==> src/hdl/clsq_pkg.sv <==
`timescale 1ns / 1ps
// ----------------------------------------------------------------------------
// clsq_pkg: shared types and constants for the character lcd nibble sequencer
// Request codes, controller state, command/status groups, the init sequence
// table and the decimal power table.
// ----------------------------------------------------------------------------
package clsq_pkg;

    localparam logic [2:0] REQ_INIT   = 3'd0;
    localparam logic [2:0] REQ_CMD    = 3'd1;
    localparam logic [2:0] REQ_DATA   = 3'd2;
    localparam logic [2:0] REQ_CURSOR = 3'd3;
    localparam logic [2:0] REQ_NUM    = 3'd4;

    localparam logic [3:0] DIGIT_POSITIONS = 4'd10;
    localparam logic [4:0] INIT_LAST_IDX   = 5'd13;
    localparam logic [7:0] DDRAM_SET_ADDR  = 8'h80;
    localparam logic [3:0] ASCII_DIGIT_HI  = 4'h3;

    typedef enum logic [2:0] {
        KIND_INIT,
        KIND_CMD,
        KIND_DATA,
        KIND_CURSOR,
        KIND_NUM,
        KIND_NONE
    } kind_t;

    typedef enum logic [1:0] {
        ST_IDLE,
        ST_CONV,
        ST_LOAD,
        ST_SEND
    } state_t;

    typedef struct packed {
        logic load;
        logic conv_step;
        logic out_load;
        logic next_nib;
    } cmd_t;

    typedef struct packed {
        kind_t in_kind;
        logic  conv_done;
        logic  last_nib;
    } status_t;

    typedef struct packed {
        logic [3:0] nib;
        logic [6:0] wait_ms;
    } init_entry_t;

    function automatic init_entry_t init_rom(input logic [3:0] step);
        init_entry_t e;
        case (step)
            4'd0:    e = '{nib: 4'h3, wait_ms: 7'd115};
            4'd1:    e = '{nib: 4'h3, wait_ms: 7'd5};
            4'd2:    e = '{nib: 4'h3, wait_ms: 7'd5};
            4'd3:    e = '{nib: 4'h2, wait_ms: 7'd5};
            4'd4:    e = '{nib: 4'h2, wait_ms: 7'd1};
            4'd5:    e = '{nib: 4'h8, wait_ms: 7'd0};
            4'd6:    e = '{nib: 4'h0, wait_ms: 7'd1};
            4'd7:    e = '{nib: 4'h8, wait_ms: 7'd0};
            4'd8:    e = '{nib: 4'h0, wait_ms: 7'd1};
            4'd9:    e = '{nib: 4'h1, wait_ms: 7'd0};
            4'd10:   e = '{nib: 4'h0, wait_ms: 7'd5};
            4'd11:   e = '{nib: 4'h6, wait_ms: 7'd0};
            4'd12:   e = '{nib: 4'h0, wait_ms: 7'd1};
            4'd13:   e = '{nib: 4'hC, wait_ms: 7'd0};
            default: e = '{nib: 4'h0, wait_ms: 7'd0};
        endcase
        return e;
    endfunction

    function automatic logic [31:0] pow10(input logic [3:0] pos);
        logic [31:0] p;
        case (pos)
            4'd0:    p = 32'd1;
            4'd1:    p = 32'd10;
            4'd2:    p = 32'd100;
            4'd3:    p = 32'd1000;
            4'd4:    p = 32'd10000;
            4'd5:    p = 32'd100000;
            4'd6:    p = 32'd1000000;
            4'd7:    p = 32'd10000000;
            4'd8:    p = 32'd100000000;
            4'd9:    p = 32'd1000000000;
            default: p = 32'd1;
        endcase
        return p;
    endfunction

endpackage

==> src/hdl/clsq_ctrl.sv <==
`timescale 1ns / 1ps
// ----------------------------------------------------------------------------
// clsq_ctrl: sequencer controller
// Accepts one item at a time, runs the decimal conversion when needed and
// steps the datapath through the nibbles of the item.
// ----------------------------------------------------------------------------
module clsq_ctrl
(
    input  logic              clk,
    input  logic              rst_n,
    input  logic              req_valid,
    output logic              req_ready,
    output logic              res_valid,
    input  logic              res_ready,
    input  clsq_pkg::status_t status,
    output clsq_pkg::cmd_t    cmd
);

    clsq_pkg::state_t state_reg;
    clsq_pkg::state_t state_next;

    always_ff @(posedge clk or negedge rst_n)
    begin
        if (!rst_n)
        begin
            state_reg <= clsq_pkg::ST_IDLE;
        end
        else
        begin
            state_reg <= state_next;
        end
    end

    always_comb
    begin
        state_next = state_reg;
        req_ready  = 1'b0;
        res_valid  = 1'b0;
        cmd        = '0;
        case (state_reg)
            clsq_pkg::ST_IDLE:
            begin
                req_ready = 1'b1;
                if (req_valid)
                begin
                    cmd.load = 1'b1;
                    case (status.in_kind)
                        clsq_pkg::KIND_NONE: state_next = clsq_pkg::ST_IDLE;
                        clsq_pkg::KIND_NUM:  state_next = clsq_pkg::ST_CONV;
                        default:             state_next = clsq_pkg::ST_LOAD;
                    endcase
                end
            end
            clsq_pkg::ST_CONV:
            begin
                cmd.conv_step = 1'b1;
                if (status.conv_done)
                begin
                    state_next = clsq_pkg::ST_LOAD;
                end
            end
            clsq_pkg::ST_LOAD:
            begin
                cmd.out_load = 1'b1;
                state_next   = clsq_pkg::ST_SEND;
            end
            clsq_pkg::ST_SEND:
            begin
                res_valid = 1'b1;
                if (res_ready)
                begin
                    if (status.last_nib)
                    begin
                        state_next = clsq_pkg::ST_IDLE;
                    end
                    else
                    begin
                        cmd.next_nib = 1'b1;
                        state_next   = clsq_pkg::ST_LOAD;
                    end
                end
            end
            default:
            begin
                state_next = clsq_pkg::ST_IDLE;
            end
        endcase
    end

endmodule

==> src/hdl/clsq_datapath.sv <==
`timescale 1ns / 1ps
// ----------------------------------------------------------------------------
// clsq_datapath: sequencer datapath
// Request decode, carried wait, digit-by-digit decimal conversion by repeated
// subtraction of powers of ten, and the registered result nibble.
// ----------------------------------------------------------------------------
module clsq_datapath
#(
    parameter int MAX_DIGITS = 10
)
(
    input  logic              clk,
    input  logic              rst_n,
    input  clsq_pkg::cmd_t    cmd,
    output clsq_pkg::status_t status,
    input  logic [2:0]        req_type,
    input  logic [7:0]        byte_value,
    input  logic [5:0]        column,
    input  logic [2:0]        row,
    input  logic [3:0]        num_digits,
    input  logic [31:0]       number,
    output logic              reg_select,
    output logic [3:0]        nibble,
    output logic [6:0]        wait_ms,
    output logic              overflow,
    output logic              last
);

    localparam int IDX_W = (MAX_DIGITS > 1) ? $clog2(MAX_DIGITS) : 1;

    clsq_pkg::kind_t kind_reg, kind_next;
    logic            rs_reg, rs_next;
    logic [7:0]      byte_reg, byte_next;
    logic [2:0]      carry_reg, carry_next;
    logic [2:0]      pending_reg, pending_next;
    logic [3:0]      cnt_reg, cnt_next;
    logic [4:0]      last_idx_reg, last_idx_next;
    logic [4:0]      nib_reg, nib_next;
    logic [31:0]     rem_reg, rem_next;
    logic [3:0]      pos_reg, pos_next;
    logic [3:0]      acc_reg, acc_next;
    logic            ovf_reg, ovf_next;
    logic [3:0]      digit_reg [MAX_DIGITS];

    logic            out_rs_reg;
    logic [3:0]      out_nib_reg;
    logic [6:0]      out_wait_reg;
    logic            out_ovf_reg;
    logic            out_last_reg;

    clsq_pkg::kind_t      in_kind;
    logic [3:0]           cnt_sat;
    logic [7:0]           line_base;
    logic [7:0]           cursor_byte;
    logic [31:0]          pow_cur;
    logic                 ge;
    logic [3:0]           digit_idx;
    logic [3:0]           cur_digit;
    logic [7:0]           src_byte;
    clsq_pkg::init_entry_t init_e;
    logic                 nx_rs;
    logic [3:0]           nx_nib;
    logic [6:0]           nx_wait;
    logic                 nx_ovf;
    logic                 is_last;

    // request decode
    always_comb
    begin
        cnt_sat = (num_digits > 4'(MAX_DIGITS)) ? 4'(MAX_DIGITS) : num_digits;
        case (req_type)
            clsq_pkg::REQ_INIT:   in_kind = clsq_pkg::KIND_INIT;
            clsq_pkg::REQ_CMD:    in_kind = clsq_pkg::KIND_CMD;
            clsq_pkg::REQ_DATA:   in_kind = clsq_pkg::KIND_DATA;
            clsq_pkg::REQ_CURSOR: in_kind = clsq_pkg::KIND_CURSOR;
            clsq_pkg::REQ_NUM:
                in_kind = (cnt_sat == 4'd0) ? clsq_pkg::KIND_NONE : clsq_pkg::KIND_NUM;
            default:              in_kind = clsq_pkg::KIND_NONE;
        endcase
        case (row)
            3'd2:    line_base = 8'h40;
            3'd3:    line_base = 8'h14;
            3'd4:    line_base = 8'h54;
            default: line_base = 8'h00;
        endcase
        cursor_byte = clsq_pkg::DDRAM_SET_ADDR | (line_base + {2'b00, column} - 8'd1);
    end

    assign pow_cur = clsq_pkg::pow10(pos_reg);
    assign ge      = (rem_reg >= pow_cur);
    assign is_last = (nib_reg == last_idx_reg);

    assign status = '{in_kind:   in_kind,
                      conv_done: (pos_reg == 4'd0) && !ge,
                      last_nib:  is_last};

    // next result nibble
    always_comb
    begin
        digit_idx = cnt_reg - 4'd1 - nib_reg[4:1];
        cur_digit = digit_reg[digit_idx[IDX_W-1:0]];
        src_byte  = (kind_reg == clsq_pkg::KIND_NUM) ? {clsq_pkg::ASCII_DIGIT_HI, cur_digit}
                                                     : byte_reg;
        init_e    = clsq_pkg::init_rom(nib_reg[3:0]);
        if (kind_reg == clsq_pkg::KIND_INIT)
        begin
            nx_rs   = 1'b0;
            nx_nib  = init_e.nib;
            nx_wait = init_e.wait_ms;
            nx_ovf  = 1'b0;
        end
        else
        begin
            nx_rs  = rs_reg;
            nx_nib = nib_reg[0] ? src_byte[3:0] : src_byte[7:4];
            if (nib_reg == 5'd0)
            begin
                nx_wait = 7'd1 + {4'b0000, carry_reg};
            end
            else
            begin
                nx_wait = nib_reg[0] ? 7'd0 : 7'd1;
            end
            nx_ovf = (kind_reg == clsq_pkg::KIND_NUM) && ovf_reg;
        end
    end

    always_comb
    begin
        kind_next     = kind_reg;
        rs_next       = rs_reg;
        byte_next     = byte_reg;
        carry_next    = carry_reg;
        pending_next  = pending_reg;
        cnt_next      = cnt_reg;
        last_idx_next = last_idx_reg;
        nib_next      = nib_reg;
        rem_next      = rem_reg;
        pos_next      = pos_reg;
        acc_next      = acc_reg;
        ovf_next      = ovf_reg;
        if (cmd.load)
        begin
            kind_next  = in_kind;
            rs_next    = (in_kind == clsq_pkg::KIND_DATA) || (in_kind == clsq_pkg::KIND_NUM);
            byte_next  = (in_kind == clsq_pkg::KIND_CURSOR) ? cursor_byte : byte_value;
            carry_next = pending_reg;
            cnt_next   = cnt_sat;
            nib_next   = 5'd0;
            rem_next   = number;
            pos_next   = clsq_pkg::DIGIT_POSITIONS - 4'd1;
            acc_next   = 4'd0;
            ovf_next   = 1'b0;
            case (in_kind)
                clsq_pkg::KIND_INIT:
                begin
                    pending_next  = 3'd1;
                    last_idx_next = clsq_pkg::INIT_LAST_IDX;
                end
                clsq_pkg::KIND_NUM:
                begin
                    pending_next  = 3'd0;
                    last_idx_next = {cnt_sat, 1'b0} - 5'd1;
                end
                clsq_pkg::KIND_NONE:
                begin
                    pending_next  = pending_reg;
                    last_idx_next = last_idx_reg;
                end
                default:
                begin
                    pending_next  = 3'd0;
                    last_idx_next = 5'd1;
                end
            endcase
        end
        if (cmd.conv_step)
        begin
            if (ge)
            begin
                rem_next = rem_reg - pow_cur;
                acc_next = acc_reg + 4'd1;
            end
            else
            begin
                ovf_next = ovf_reg || ((acc_reg != 4'd0) && (pos_reg >= cnt_reg));
                acc_next = 4'd0;
                if (pos_reg != 4'd0)
                begin
                    pos_next = pos_reg - 4'd1;
                end
            end
        end
        if (cmd.next_nib)
        begin
            nib_next = nib_reg + 5'd1;
        end
    end

    always_ff @(posedge clk or negedge rst_n)
    begin
        if (!rst_n)
        begin
            pending_reg <= 3'd0;
            kind_reg    <= clsq_pkg::KIND_NONE;
        end
        else
        begin
            pending_reg <= pending_next;
            kind_reg    <= kind_next;
        end
    end

    always_ff @(posedge clk)
    begin
        rs_reg       <= rs_next;
        byte_reg     <= byte_next;
        carry_reg    <= carry_next;
        cnt_reg      <= cnt_next;
        last_idx_reg <= last_idx_next;
        nib_reg      <= nib_next;
        rem_reg      <= rem_next;
        pos_reg      <= pos_next;
        acc_reg      <= acc_next;
        ovf_reg      <= ovf_next;
        if (cmd.conv_step && !ge && (pos_reg < 4'(MAX_DIGITS)))
        begin
            digit_reg[pos_reg[IDX_W-1:0]] <= acc_reg;
        end
        if (cmd.out_load)
        begin
            out_rs_reg   <= nx_rs;
            out_nib_reg  <= nx_nib;
            out_wait_reg <= nx_wait;
            out_ovf_reg  <= nx_ovf;
            out_last_reg <= is_last;
        end
    end

    assign reg_select = out_rs_reg;
    assign nibble     = out_nib_reg;
    assign wait_ms    = out_wait_reg;
    assign overflow   = out_ovf_reg;
    assign last       = out_last_reg;

endmodule

==> src/hdl/char_lcd_4bit_nibble_sequencer.sv <==
`timescale 1ns / 1ps
// ----------------------------------------------------------------------------
// char_lcd_4bit_nibble_sequencer: nibble writes for a 4-bit character lcd
// Turns init, command, data, cursor and decimal number requests into a
// sequence of nibble items with register select and the wait before each.
//
// channel  | handshake              | payload
// req      | req_valid / req_ready  | req_type byte_value column row num_digits number
// res      | res_valid / res_ready  | reg_select nibble wait_ms overflow last
//
// one item is taken at a time; each result nibble is registered in a load
// state and then offered in a send state
// decimal numbers first run the conversion loop: one subtraction of a power
// of ten per cycle, moving to the next lower digit position once the remainder is below it
// reset clears the controller and the carried wait
// a stalled result holds the block in its send state until taken
// ----------------------------------------------------------------------------
module char_lcd_4bit_nibble_sequencer
#(
    parameter int MAX_DIGITS = 10
)
(
    input  logic        clk,
    input  logic        rst_n,
    input  logic        req_valid,
    output logic        req_ready,
    input  logic [2:0]  req_type,
    input  logic [7:0]  byte_value,
    input  logic [5:0]  column,
    input  logic [2:0]  row,
    input  logic [3:0]  num_digits,
    input  logic [31:0] number,
    output logic        res_valid,
    input  logic        res_ready,
    output logic        reg_select,
    output logic [3:0]  nibble,
    output logic [6:0]  wait_ms,
    output logic        overflow,
    output logic        last
);

    clsq_pkg::cmd_t    cmd;
    clsq_pkg::status_t status;

    clsq_ctrl u_ctrl
    (
        .clk       (clk),
        .rst_n     (rst_n),
        .req_valid (req_valid),
        .req_ready (req_ready),
        .res_valid (res_valid),
        .res_ready (res_ready),
        .status    (status),
        .cmd       (cmd)
    );

    clsq_datapath
    #(
        .MAX_DIGITS (MAX_DIGITS)
    )
    u_datapath
    (
        .clk         (clk),
        .rst_n       (rst_n),
        .cmd         (cmd),
        .status      (status),
        .req_type    (req_type),
        .byte_value  (byte_value),
        .column      (column),
        .row         (row),
        .num_digits  (num_digits),
        .number      (number),
        .reg_select  (reg_select),
        .nibble      (nibble),
        .wait_ms     (wait_ms),
        .overflow    (overflow),
        .last        (last)
    );

endmodule

==> config.mk <==
export PLATFORM = sky130hd
export DESIGN_NAME = char_lcd_4bit_nibble_sequencer
export DESIGN_NICKNAME = d
export VERILOG_FILES = /design/src/hdl/clsq_pkg.sv /design/src/hdl/clsq_ctrl.sv /design/src/hdl/clsq_datapath.sv /design/src/hdl/char_lcd_4bit_nibble_sequencer.sv
export SDC_FILE = /design/constraint.sdc
export NUM_CORES = 1
export LEC_CHECK = 0
export BUFFER_PORTS_ARGS = -buffer_cell sky130_fd_sc_hd__buf_2
export CAP_MARGIN = 10
export CORE_MARGIN = 4
export CORE_UTILIZATION = 45
export DETAILED_ROUTE_END_ITERATION = 12
export SLEW_MARGIN = 20
export SYNTH_ARGS = -nofsm -noshare
export SYNTH_HDL_FRONTEND = slang
export SYNTH_SLANG_ARGS = --single-unit
==> constraint.sdc <==
create_clock -name clk -period 7 [get_ports clk]
set_input_delay 1.4 -clock clk [delete_from_list [all_inputs] [get_ports clk]]
set_output_delay 1.4 -clock clk [all_outputs]
set_load 0.005 [all_outputs]
==> results of run 1 <==
==> layer usage <==
| layer | vias to the layer above | global-route usage [%] | share of wire [%] |
|---|---|---|---|
| met1 | 3136 | 25.0 | 46 |
| met5 | - | 0 | 0 |
| met4 | 0 | 6.38 | 2.1 |
| li1 | 3368 | - | - |
| met2 | 124 | 32.2 | 49 |
| met3 | 25 | 3.21 | 3.4 |
==> worst paths after layout <==
path	startpoint	endpoint	slack (ns)
max in group asynchronous	rst_n	u_datapath.kind_reg[0]	5.99
worst max-delay path	u_datapath.pow_cur[28]	u_datapath.pow_cur[8]	2.57
worst min register to register	u_datapath.pending_reg[0]	u_datapath.carry_reg[0]	0.45
worst min-delay path	u_datapath.pending_reg[0]	u_datapath.carry_reg[0]	0.45
min in group asynchronous	rst_n	u_ctrl.state_reg[0]	0.79
worst max register to register	u_datapath.pow_cur[28]	u_datapath.pow_cur[8]	2.57
==> placed cells by master (no fill, tap or decap), types with 18 or more instances in the layout <==
| cell type | n |
|---|---|
| inv_1 | 58 |
| o21ai_0 | 36 |
| edfxtp_1 | 79 |
| xnor2_1 | 27 |
| a31oi_1 | 18 |
| a21o_1 | 21 |
| ha_1 | 58 |
| a21oi_1 | 60 |
| nand2_1 | 101 |
| buf_2 | 74 |
| dfxtp_1 | 67 |
| nor2_1 | 77 |
| and2_1 | 18 |
==> Yosys cell counts, drive strengths merged (18+ instances only) <==
master and number:
xnor2 27, edfxtp 79, a21oi 61, clkbuf 26, inv 62, o21ai 40
a21o 21, nor2 78, ha 58, a31oi 18, and3 18, dfxtp 67
and2 18, nand3 18, nand2 101
==> kinds of logic after synthesis <==
kind of cell	Yosys count
mux	23
compound gates	224
simple gates	298
other cells	2
buf+inv	99
xor+xnor	42
fa+ha+maj	61
flops	152
==> layout make-up <==
type	instances	area share, %
clock inverter	14	1.60
timing repair buffer	79	4.13
sequential	152	39.1
multi-input combinational	650	45.1
inverter	62	2.36
clock buffer	18	4.34
tap	260	3.29
==> per-stage QoR <==
step | std cells | util, % | setup WS, ns | power (mW) | hold WS (ns)
floorplan | 901 | - | 3.36 | 3.44 | 0.426
CTS | 1235 | 52.3 | 2.60 | 5.05 | 0.449
detailed placement | 1203 | 49.1 | 2.63 | 4.11 | 0.433
finish | 1235 | 52.3 | 2.57 | 5.03 | 0.449
global route | 1235 | 52.3 | 2.26 | 5.44 | 0.480
global placement | 1203 | 49.1 | 2.71 | 4.10 | 0.432
==> worst max-delay path: stages, from the launching register on <==
cell,delay [ns]
dfxtp_1,0.30
inv_1,0.11
ha_1,0.40
a21o_1,0.19
a21o_1,0.19
o41ai_2,0.30
o22ai_1,0.25
nor3_2,0.70
nand2_1,0.25
mux2_4,0.42
inv_2,0.13
ha_1,0.22
nor2_1,0.06
a21oi_1,0.15
nor2_1,0.05
a32o_1,0.27
a211oi_1,0.21
a22o_1,0.16
==> power by group through the flow <==
stage / Sequential, mW / Combinational, mW / Clock [mW]
detailed placement: 1.48 / 2.63 / 0
CTS: 1.46 / 2.66 / 0.937
finish: 1.46 / 2.65 / 0.923
floorplan: 1.40 / 2.04 / 0
global route: 1.50 / 2.97 / 0.982
global placement: 1.48 / 2.63 / 0
==> metrics, run 1 <==
outcome=finished clean; Synth Flop Type=edfxtp_1; power density cells=509 nW/um^2; Routed wire per std cell=16.6 um; Comb pwr share=52.6%; vias=6,653; post-synthesis net count=1,022; I/O pins=76; Synth top area share=27.2%; hpwl dp=15,100 um; final WL=20,500 um; CTS root buffer=clkbuf_16; register area=3870 um^2; endpoints failing hold=0; DR vias/cell=5.39; layout cells sized above 1=15.1%; Placed Area=9290 um^2; Area contributors post-synth=edfxtp_1 27%, dfxtp_1 15%, ha_1 8.3%; Rows=50; clock sinks=152; synth unique cells=80; Chip Height=147 um; largest area contributor in the netlist=edfxtp_1; post-synthesis mux area share=3.92%; first-pass iteration count of the detailed router=4; hold_buf cts=0; # setup viols final=0; Slew @ Worst Pin=1.03 ns; total global routing overflow=0; Post-Synth Simple-Gate Area=16.4%; critical path endpoint category=register; largest net degree at the start of global routing=39; final worst path period need=4.43 ns; DRT iter0 DRCs=359; initial core utilization=46.1%; Setup Skew=0.00885 ns; clock share of power=18.4%; cell count after synthesis=901; drc violations=0; number of synthesis warnings=0; Net Sw Frac=43.2%; total CTS buffers=17; DIE AREA=21,600 um^2; critical path class=reg -> reg; CTS tree=yes; Seq/Total Area, Yosys=44.4%; Critical Path RT=7.38 ns; Setup Fix Bufs, Post-CTS=0; CP Max Fanout=11; Syn Area/Cell=9.67 um^2; final instance area=9880 um^2; area of the multi-input gates=4460 um^2; Largest register FFs=40; Lkg Pwr=4.13 nW; VDD IR-drop max=250 uV; PostCTS Resize Cnt=0; FILL cells=1,803; Async SR Flop Fraction=3.95%; adder and majority gate portion of the synthesized area=9.02%; Worst-Skew Late Latency=0.43 ns; maximum clock path buffer count=2; Detail Route Antenna Nets=0; Slew HR=31.1%; EDFF count, synth=79; Die Width=147 um; core area=18,900 um^2; Placer Congestion=0.851; Setup TNS Final=0 ns; Clock transition at path regs=0.07 ns; Final nets=1,083; H-tree depth=4; element type at the critical path start=register; Post-Synth XOR/XNOR Area=4.22%; Antenna Cells=0; unrepaired setup endpoints after global routing=false; max frequency=226 MHz; P&R area growth vs syn=13.4%; first-pass GRT wire length=33,100 um; Synth Area in Compound Gates=17.4%; total of max-cap violations=0; Pins Over Slew Limit=0; Synth Register Bits=152; internal power=2.86 mW; period utilization=63.3%; largest family of logic cells by synthesized area=compound AO/OA/AOI/OAI gates; Worst Reg-to-Reg Cells=17; WP data arrival=4.81 ns; number of I/O port buffers=74; hold depth=0; Sequential Power Share=29.1%; Sw Pwr=2.17 mW; synthesized area=8710 um^2; number of global-route vias before repair=6,462; overall routing resource usage=19.1%; worst min-delay path category=reg -> reg; initial antenna violation count=0
Power figures use the tool's default switching activity.
==> inputs of run 2 (changes only) <==
Settings changed: ABC_AREA set to 1.
Clock period 7 ns to 4.1 ns, I/O delays scaled along.
==> run 2 against run 1 <==
  * Worst setup slack worse by 1.6 ns
  * Fmax increased by 44%
  * Cell count increased by 17%
  * Combinational power up 93%
  * Global-route usage is 0.67 points higher
  * First-iteration DRC count increased by 59%
  * Synthesized area increased by 2.7%
  * Critical path type unchanged
==> metrics, run 2 <==
DIE AREA=22,200 um^2 (was 21,600 um^2); first-pass iteration count of the detailed router=5 (was 4); Detail Route Antenna Nets=0 (unchanged); Final nets=1,286 (was 1,083); H-tree depth=4 (unchanged); critical path class=reg -> reg (unchanged); Synth Register Bits=152 (unchanged); worst r2r dst=u_datapath.pow_cur[19] (was u_datapath.pow_cur[8]); power density cells=902 nW/um^2 (was 509 nW/um^2); drc violations=0 (unchanged); Async SR Flop Fraction=3.95% (unchanged); reg2reg start=u_datapath.rem_reg[0] (was u_datapath.pow_cur[28]); internal power=4.87 mW (was 2.86 mW); maximum clock path buffer count=2 (unchanged); Routed wire per std cell=14.9 um (was 16.6 um); Sequential Power Share=27.1% (was 29.1%); final cell count without fillers=1,443 (was 1,235); final worst path period need=3.08 ns (was 4.43 ns); synth unique cells=52 (was 80); Syn Area/Cell=8.18 um^2 (was 9.67 um^2); Lkg Pwr=4.68 nW (was 4.13 nW); commonest cells after routing, fill and taps aside=226 x nand2_1, 161 x inv_1, 92 x nor2_1 (was 101 x nand2_1, 79 x edfxtp_1, 77 x nor2_1); outcome=finished clean (unchanged); synthesized area=8950 um^2 (was 8710 um^2); FF-to-FF setup slack=1.02 ns (was 2.57 ns); CTS tree=yes (unchanged); I/O pins=76 (unchanged); max frequency=325 MHz (was 226 MHz); global route hottest layer=met2 (unchanged); clock sinks=152 (unchanged); met3 usage=3.01% (was 3.21%); element type at the critical path start=register (unchanged); clock share of power=17.0% (was 18.4%); Die Width=149 um (was 147 um); number of I/O port buffers=74 (unchanged); VDD IR-drop max=419 uV (was 250 uV); Largest register FFs=40 (unchanged); period utilization=75.1% (was 63.3%); grt met1 use=26.5% (was 25.0%); Setup TNS Final=0 ns (unchanged); worst min-delay path category=in -> async (was reg -> reg); Antenna Cells=0 (unchanged); most common cell after layout, fill and taps aside=nand2_1 (unchanged); Synth Flop Type=edfxtp_1 (unchanged); register area=3870 um^2 (unchanged); WP data arrival=3.37 ns (was 4.81 ns); Slew HR=34.4% (was 31.1%); final WL=21,500 um (was 20,500 um); CTS root buffer=clkbuf_16 (unchanged); initial antenna violation count=0 (unchanged); total CTS buffers=17 (unchanged); post-synthesis net count=1,215 (was 1,022); endpoints failing hold=0 (unchanged); P&R area growth vs syn=13.3% (was 13.4%); hpwl dp=16,700 um (was 15,100 um); Comb pwr share=55.9% (was 52.6%); Clock transition at path regs=0.07 ns (about the same); largest area contributor in the netlist=edfxtp_1 (unchanged); Placed Area=9550 um^2 (was 9290 um^2); total global routing overflow=0 (unchanged); first-pass GRT wire length=34,800 um (was 33,100 um); Critical Path RT=4.39 ns (was 7.38 ns); final instance area=10,100 um^2 (was 9880 um^2); Area contributors post-synth=edfxtp_1 27%, dfxtp_1 15%, nand2_1 9.5% (was edfxtp_1 27%, dfxtp_1 15%, ha_1 8.3%); DRT iter0 DRCs=570 (was 359); Worst-Skew Late Latency=0.43 ns (about the same); area of the multi-input gates=4340 um^2 (was 4460 um^2); core area=19,500 um^2 (was 18,900 um^2); Pins Over Slew Limit=0 (unchanged); largest net degree at the start of global routing=38 (was 39); number of synthesis warnings=0 (unchanged); Net Sw Frac=46.8% (was 43.2%); overall routing resource usage=19.8% (was 19.1%); hold slack=0.195 ns (was 0.449 ns); fin worst setup slack=1.02 ns (was 2.57 ns); vias=7,309 (was 6,653); Slew @ Worst Pin=0.984 ns (was 1.03 ns); Place WS=1.02 ns (was 2.63 ns); Synth top area share=26.5% (was 27.2%); PostCTS Resize Cnt=0 (unchanged); Chip Height=149 um (was 147 um); number of global-route vias before repair=6,952 (was 6,462); Rows=51 (was 50); Worst Reg-to-Reg Cells=18 (was 17); Setup Skew=0.0128 ns (was 0.00885 ns); FILL cells=1,912 (was 1,803); cell count after synthesis=1,094 (was 901); Pwr Total=9.15 mW (was 5.03 mW); initial core utilization=45.8% (was 46.1%); # setup viols final=0 (unchanged); cell total after placement=1,411 (was 1,203); synth cell count leaders=227 x nand2_1, 161 x inv_1, 92 x nor2_1 (was 101 x nand2_1, 79 x edfxtp_1, 77 x nor2_1); layout cells sized above 1=13.0% (was 15.1%); EDFF count, synth=79 (unchanged); Seq/Total Area, Yosys=43.2% (was 44.4%); Placer Congestion=0.926 (was 0.851); Sw Pwr=4.28 mW (was 2.17 mW); Setup Fix Bufs, Post-CTS=0 (unchanged); unrepaired setup endpoints after global routing=false (unchanged); DR vias/cell=5.07 (was 5.39); CP Max Fanout=6 (was 11); most frequent cell after synthesis=nand2_1 (unchanged); met2 usage in global routing=33.0% (was 32.2%); critical path endpoint category=register (unchanged); Final Util=51.9% (was 52.3%); total of max-cap violations=0 (unchanged); hold_buf cts=0 (unchanged)
==> run 2: worst max-delay path by stage <==
| stage | depth (start not counted) | start | end |
|---|---|---|---|
| after floorplan | 13 | row[1] | u_datapath.byte_reg[6] |
| after global placement | 18 | u_datapath.rem_reg[0] | u_datapath.pow_cur[19] |
| after detailed placement | 20 | u_datapath.rem_reg[0] | u_datapath.pow_cur[8] |
| after CTS | 18 | u_datapath.rem_reg[0] | u_datapath.pow_cur[19] |
| after global routing | 15 | u_datapath.pow_cur[28] | u_datapath.pow_cur[8] |
| final | 18 | u_datapath.rem_reg[0] | u_datapath.pow_cur[19] |
==> run 2: critical path, stage by stage, from the launching register on <==
cell and delay [ns]:
dfxtp_1 0.30, inv_1 0.04, ha_1 0.20, fa_1 0.40, inv_1 0.07, nand3_1 0.06, nand2_1 0.14, nand2_1 0.07
nand2_1 0.14, nand2_1 0.09, nand3_1 0.09, nand2_2 0.10, nand3_2 0.11, nand2_1 0.06, o21ai_1 0.25, inv_1 0.20
ha_1 0.28, nand2_1 0.20, o21ai_1 0.13
==> run 2: final cells by class <==
cell class | count | area share, %
Sequential cell | 152 | 38.1
Tap cell | 265 | 3.27
Clock inverter | 13 | 1.33
Multi-Input combinational cell | 751 | 42.8
Timing Repair Buffer | 77 | 3.88
Clock buffer | 19 | 4.47
Inverter | 166 | 6.15
==> run 2: cells by family after synthesis <==
group,Yosys count,synth area share (%)
AOI/OAI and AO/OA,209,13.4
adders and majority gates,61,8.78
muxes,20,2.31
and+or+nand+nor,419,19.9
xor gates and xnor gates,40,3.92
other,2,0.0839
buffers and inverters,191,8.34
DFF,152,43.2
==> run 2: routing by layer <==
metal,vias up,share of wire [%]
li1,3763,-
met1,3346,46
met2,167,47
met3,33,4.4
met4,0,2.2
met5,-,0
==> run 2: power by group through the flow <==
stage / clock network (mW) / registers [mW] / logic, mW
final: 1.55 / 2.48 / 5.12
after global routing: 1.65 / 2.54 / 5.84
after global placement: 0 / 2.51 / 5.08
after floorplan: 0 / 2.40 / 3.87
after CTS: 1.57 / 2.49 / 5.11
after detailed placement: 0 / 2.52 / 5.08
==> inputs of run 3 (changes only) <==
Settings changed: PLACE_DENSITY set to 0.65.
Clock period 4.1 ns to 2.55 ns, I/O delays scaled along.
==> run 3 against run 2 <==
  * Cell count increased by 6.1%
  * Critical path depth decreased by 2
  * Register-to-register slack lost 0.98 ns
  * Worst setup slack got worse by 0.98 ns
  * Sequential power grew 64%
  * Total power rose by 85%
  * First-iteration DRC count fell by 9.8%
  * Combinational power grew 100%
  * Clock skew barely moved
  * Critical endpoint is now u_datapath.pow_cur[16]
==> metrics, run 3 (synthesized netlist as in run 2, its figures left out) <==
outcome=finished clean (unchanged); overall routing resource usage=20.2% (was 19.8%); H-tree depth=4 (unchanged); final worst path period need=2.51 ns (was 3.08 ns); Worst Reg-to-Reg Cells=16 (was 18); worst min-delay path category=in -> reg (was in -> async); reg2reg start=u_datapath.pow_cur[12] (was u_datapath.rem_reg[0]); first-pass iteration count of the detailed router=5 (unchanged); CTS root buffer=clkbuf_16 (unchanged); Worst-Skew Late Latency=0.43 ns (about the same); Largest register FFs=40 (unchanged); largest net degree at the start of global routing=48 (was 38); max frequency=398 MHz (was 325 MHz); Die Width=149 um (unchanged); Chip Height=149 um (unchanged); P&R area growth vs syn=26.1% (was 13.3%); most common cell after layout, fill and taps aside=nand2_1 (unchanged); Slew HR=54.5% (was 34.4%); # setup viols final=0 (unchanged); worst r2r dst=u_datapath.pow_cur[16] (was u_datapath.pow_cur[19]); number of global-route vias before repair=7,249 (was 6,952); clock share of power=14.3% (was 17.0%); Setup Skew=0.0128 ns (about the same); layout cells sized above 1=24.2% (was 13.0%); Routed wire per std cell=15.0 um (was 14.9 um); first-pass GRT wire length=35,500 um (was 34,800 um); critical path endpoint category=register (unchanged); DIE AREA=22,200 um^2 (unchanged); endpoints failing hold=0 (unchanged); initial antenna violation count=0 (unchanged); unrepaired setup endpoints after global routing=true (was false); Sequential Power Share=24.0% (was 27.1%); number of I/O port buffers=74 (unchanged); Comb pwr share=61.7% (was 55.9%); FF-to-FF setup slack=0.04 ns (was 1.02 ns); final WL=23,000 um (was 21,500 um); Placer Congestion=0.900 (was 0.926); commonest cells after routing, fill and taps aside=213 x nand2_1, 152 x inv_1, 89 x nor2_1 (was 226 x nand2_1, 161 x inv_1, 92 x nor2_1); power density cells=1500 nW/um^2 (was 902 nW/um^2); vias=7,746 (was 7,309); Antenna Cells=0 (unchanged); Rows=51 (unchanged); core area=19,500 um^2 (unchanged); internal power=9.20 mW (was 4.87 mW); total of max-cap violations=0 (unchanged); clock sinks=152 (unchanged); Detail Route Antenna Nets=0 (unchanged); critical path class=reg -> reg (unchanged); initial core utilization=45.8% (unchanged); CP Max Fanout=6 (unchanged); Critical Path RT=2.91 ns (was 4.39 ns); hpwl dp=17,500 um (was 16,700 um); period utilization=98.5% (was 75.1%); element type at the critical path start=register (unchanged); total CTS buffers=17 (unchanged); Pwr Total=16.9 mW (was 9.15 mW); register area=3870 um^2 (about the same); drc violations=0 (unchanged); Slew @ Worst Pin=0.679 ns (was 0.984 ns); maximum clock path buffer count=2 (unchanged); Worst Setup EP=u_datapath.pow_cur[16] (was u_datapath.pow_cur[19]); WP data arrival=2.88 ns (was 3.37 ns); total global routing overflow=0 (unchanged); VDD IR-drop max=764 uV (was 419 uV); Lkg Pwr=5.15 nW (was 4.68 nW); CTS tree=yes (unchanged); crit path launch=u_datapath.pow_cur[12] (was u_datapath.rem_reg[0]); Final nets=1,374 (was 1,286); DR vias/cell=5.06 (was 5.07); Sw Pwr=7.71 mW (was 4.28 mW); Clock transition at path regs=0.07 ns (about the same); DRT iter0 DRCs=514 (was 570); I/O pins=76 (unchanged); Pins Over Slew Limit=0 (unchanged); area of the multi-input gates=4750 um^2 (was 4340 um^2); Net Sw Frac=45.6% (was 46.8%); hold slack=0.344 ns (was 0.195 ns); FILL cells=1,786 (was 1,912)
==> run 3: changes by cell type in the layout (fill, tap and decap cells not counted), sizes merged <==
cell | previous run | this run
bufinv | 1 | 0
dlygate4sd3 | 0 | 1
clkinvlp | 2 | 3
clkinv | 5 | 3
buf | 77 | 164
clkbuf | 19 | 18
inv | 171 | 174
==> run 3: area by class of cell <==
class,instances,area share (%)
multi-input combinational,751,42.1
sequential,152,34.3
timing repair buffer,165,10.1
inverter,166,5.57
clock buffer,18,3.80
tap,265,2.94
clock inverter,14,1.14
==> run 3: critical path, stage by stage, from the launching register on <==
cell     delay (ns)
dfxtp_1        0.31
inv_1          0.04
ha_1           0.35
nand2_1        0.11
nor2_2         0.19
inv_2          0.06
nor2_2         0.12
nand3_1        0.11
nand3_2        0.11
nand2_4        0.08
buf_12         0.13
buf_4          0.12
nand4_1        0.12
nand2_4        0.13
nor2_4         0.19
nand2_2        0.14
nand2_1        0.13
==> run 3: how the worst min path moves through the flow <==
stage                     startpoint                         to  slack, ns  cells past startpoint
after floorplan                rst_n        u_ctrl.state_reg[0]       0.21                      0
after global placement         rst_n  u_datapath.pending_reg[0]       0.34                      1
after detailed placement       rst_n  u_datapath.pending_reg[0]       0.34                      1
after CTS                 number[20]     u_datapath.rem_reg[20]       0.33                      3
after global routing      number[20]     u_datapath.rem_reg[20]       0.33                      3
final                     number[20]     u_datapath.rem_reg[20]       0.34                      3
==> run 3: metrics by stage <==
step | worst slack, ns | std cells | setup TNS [ns] | util, % | cell area, um^2
after global routing | -0.0611 | 1531 | -0.816 | 57.8 | 11300
after CTS | 0.00534 | 1520 | 0 | 55.2 | 10800
after detailed placement | -0.133 | 1486 | -3.61 | 52.2 | 10200
after floorplan | 0.0408 | 1094 | 0 | - | 8950
final | 0.0373 | 1531 | 0 | 57.8 | 11300
after global placement | -0.0489 | 1486 | -1.09 | 52.2 | 10200
==> run 3: power groups by stage <==
stage	registers, mW	clock network (mW)	logic, mW
after floorplan	3.87	0	6.23
after global placement	4.02	0	9.19
after detailed placement	4.03	0	9.28
after CTS	3.99	2.44	9.41
after global routing	4.14	2.54	11.6
final	4.06	2.41	10.4
==> run 3: what timing repair did <==
action | 4_1_cts | 5_1_grt
hold endpoints to repair | 4 | 0
hold buffers | 1 | 0
pin swaps | 1 | 15
buffers inserted | 1 | 11
endpoints found under the setup margin | 44 | 65
resized for setup | 6 | 83
==> run 3: metal layers <==
layer / global-route usage [%] / part of all wire (%)
met5: 0 / 0
met4: 6.64 / 2.3
met3: 3.37 / 4.5
met2: 33.7 / 49
met1: 26.8 / 45
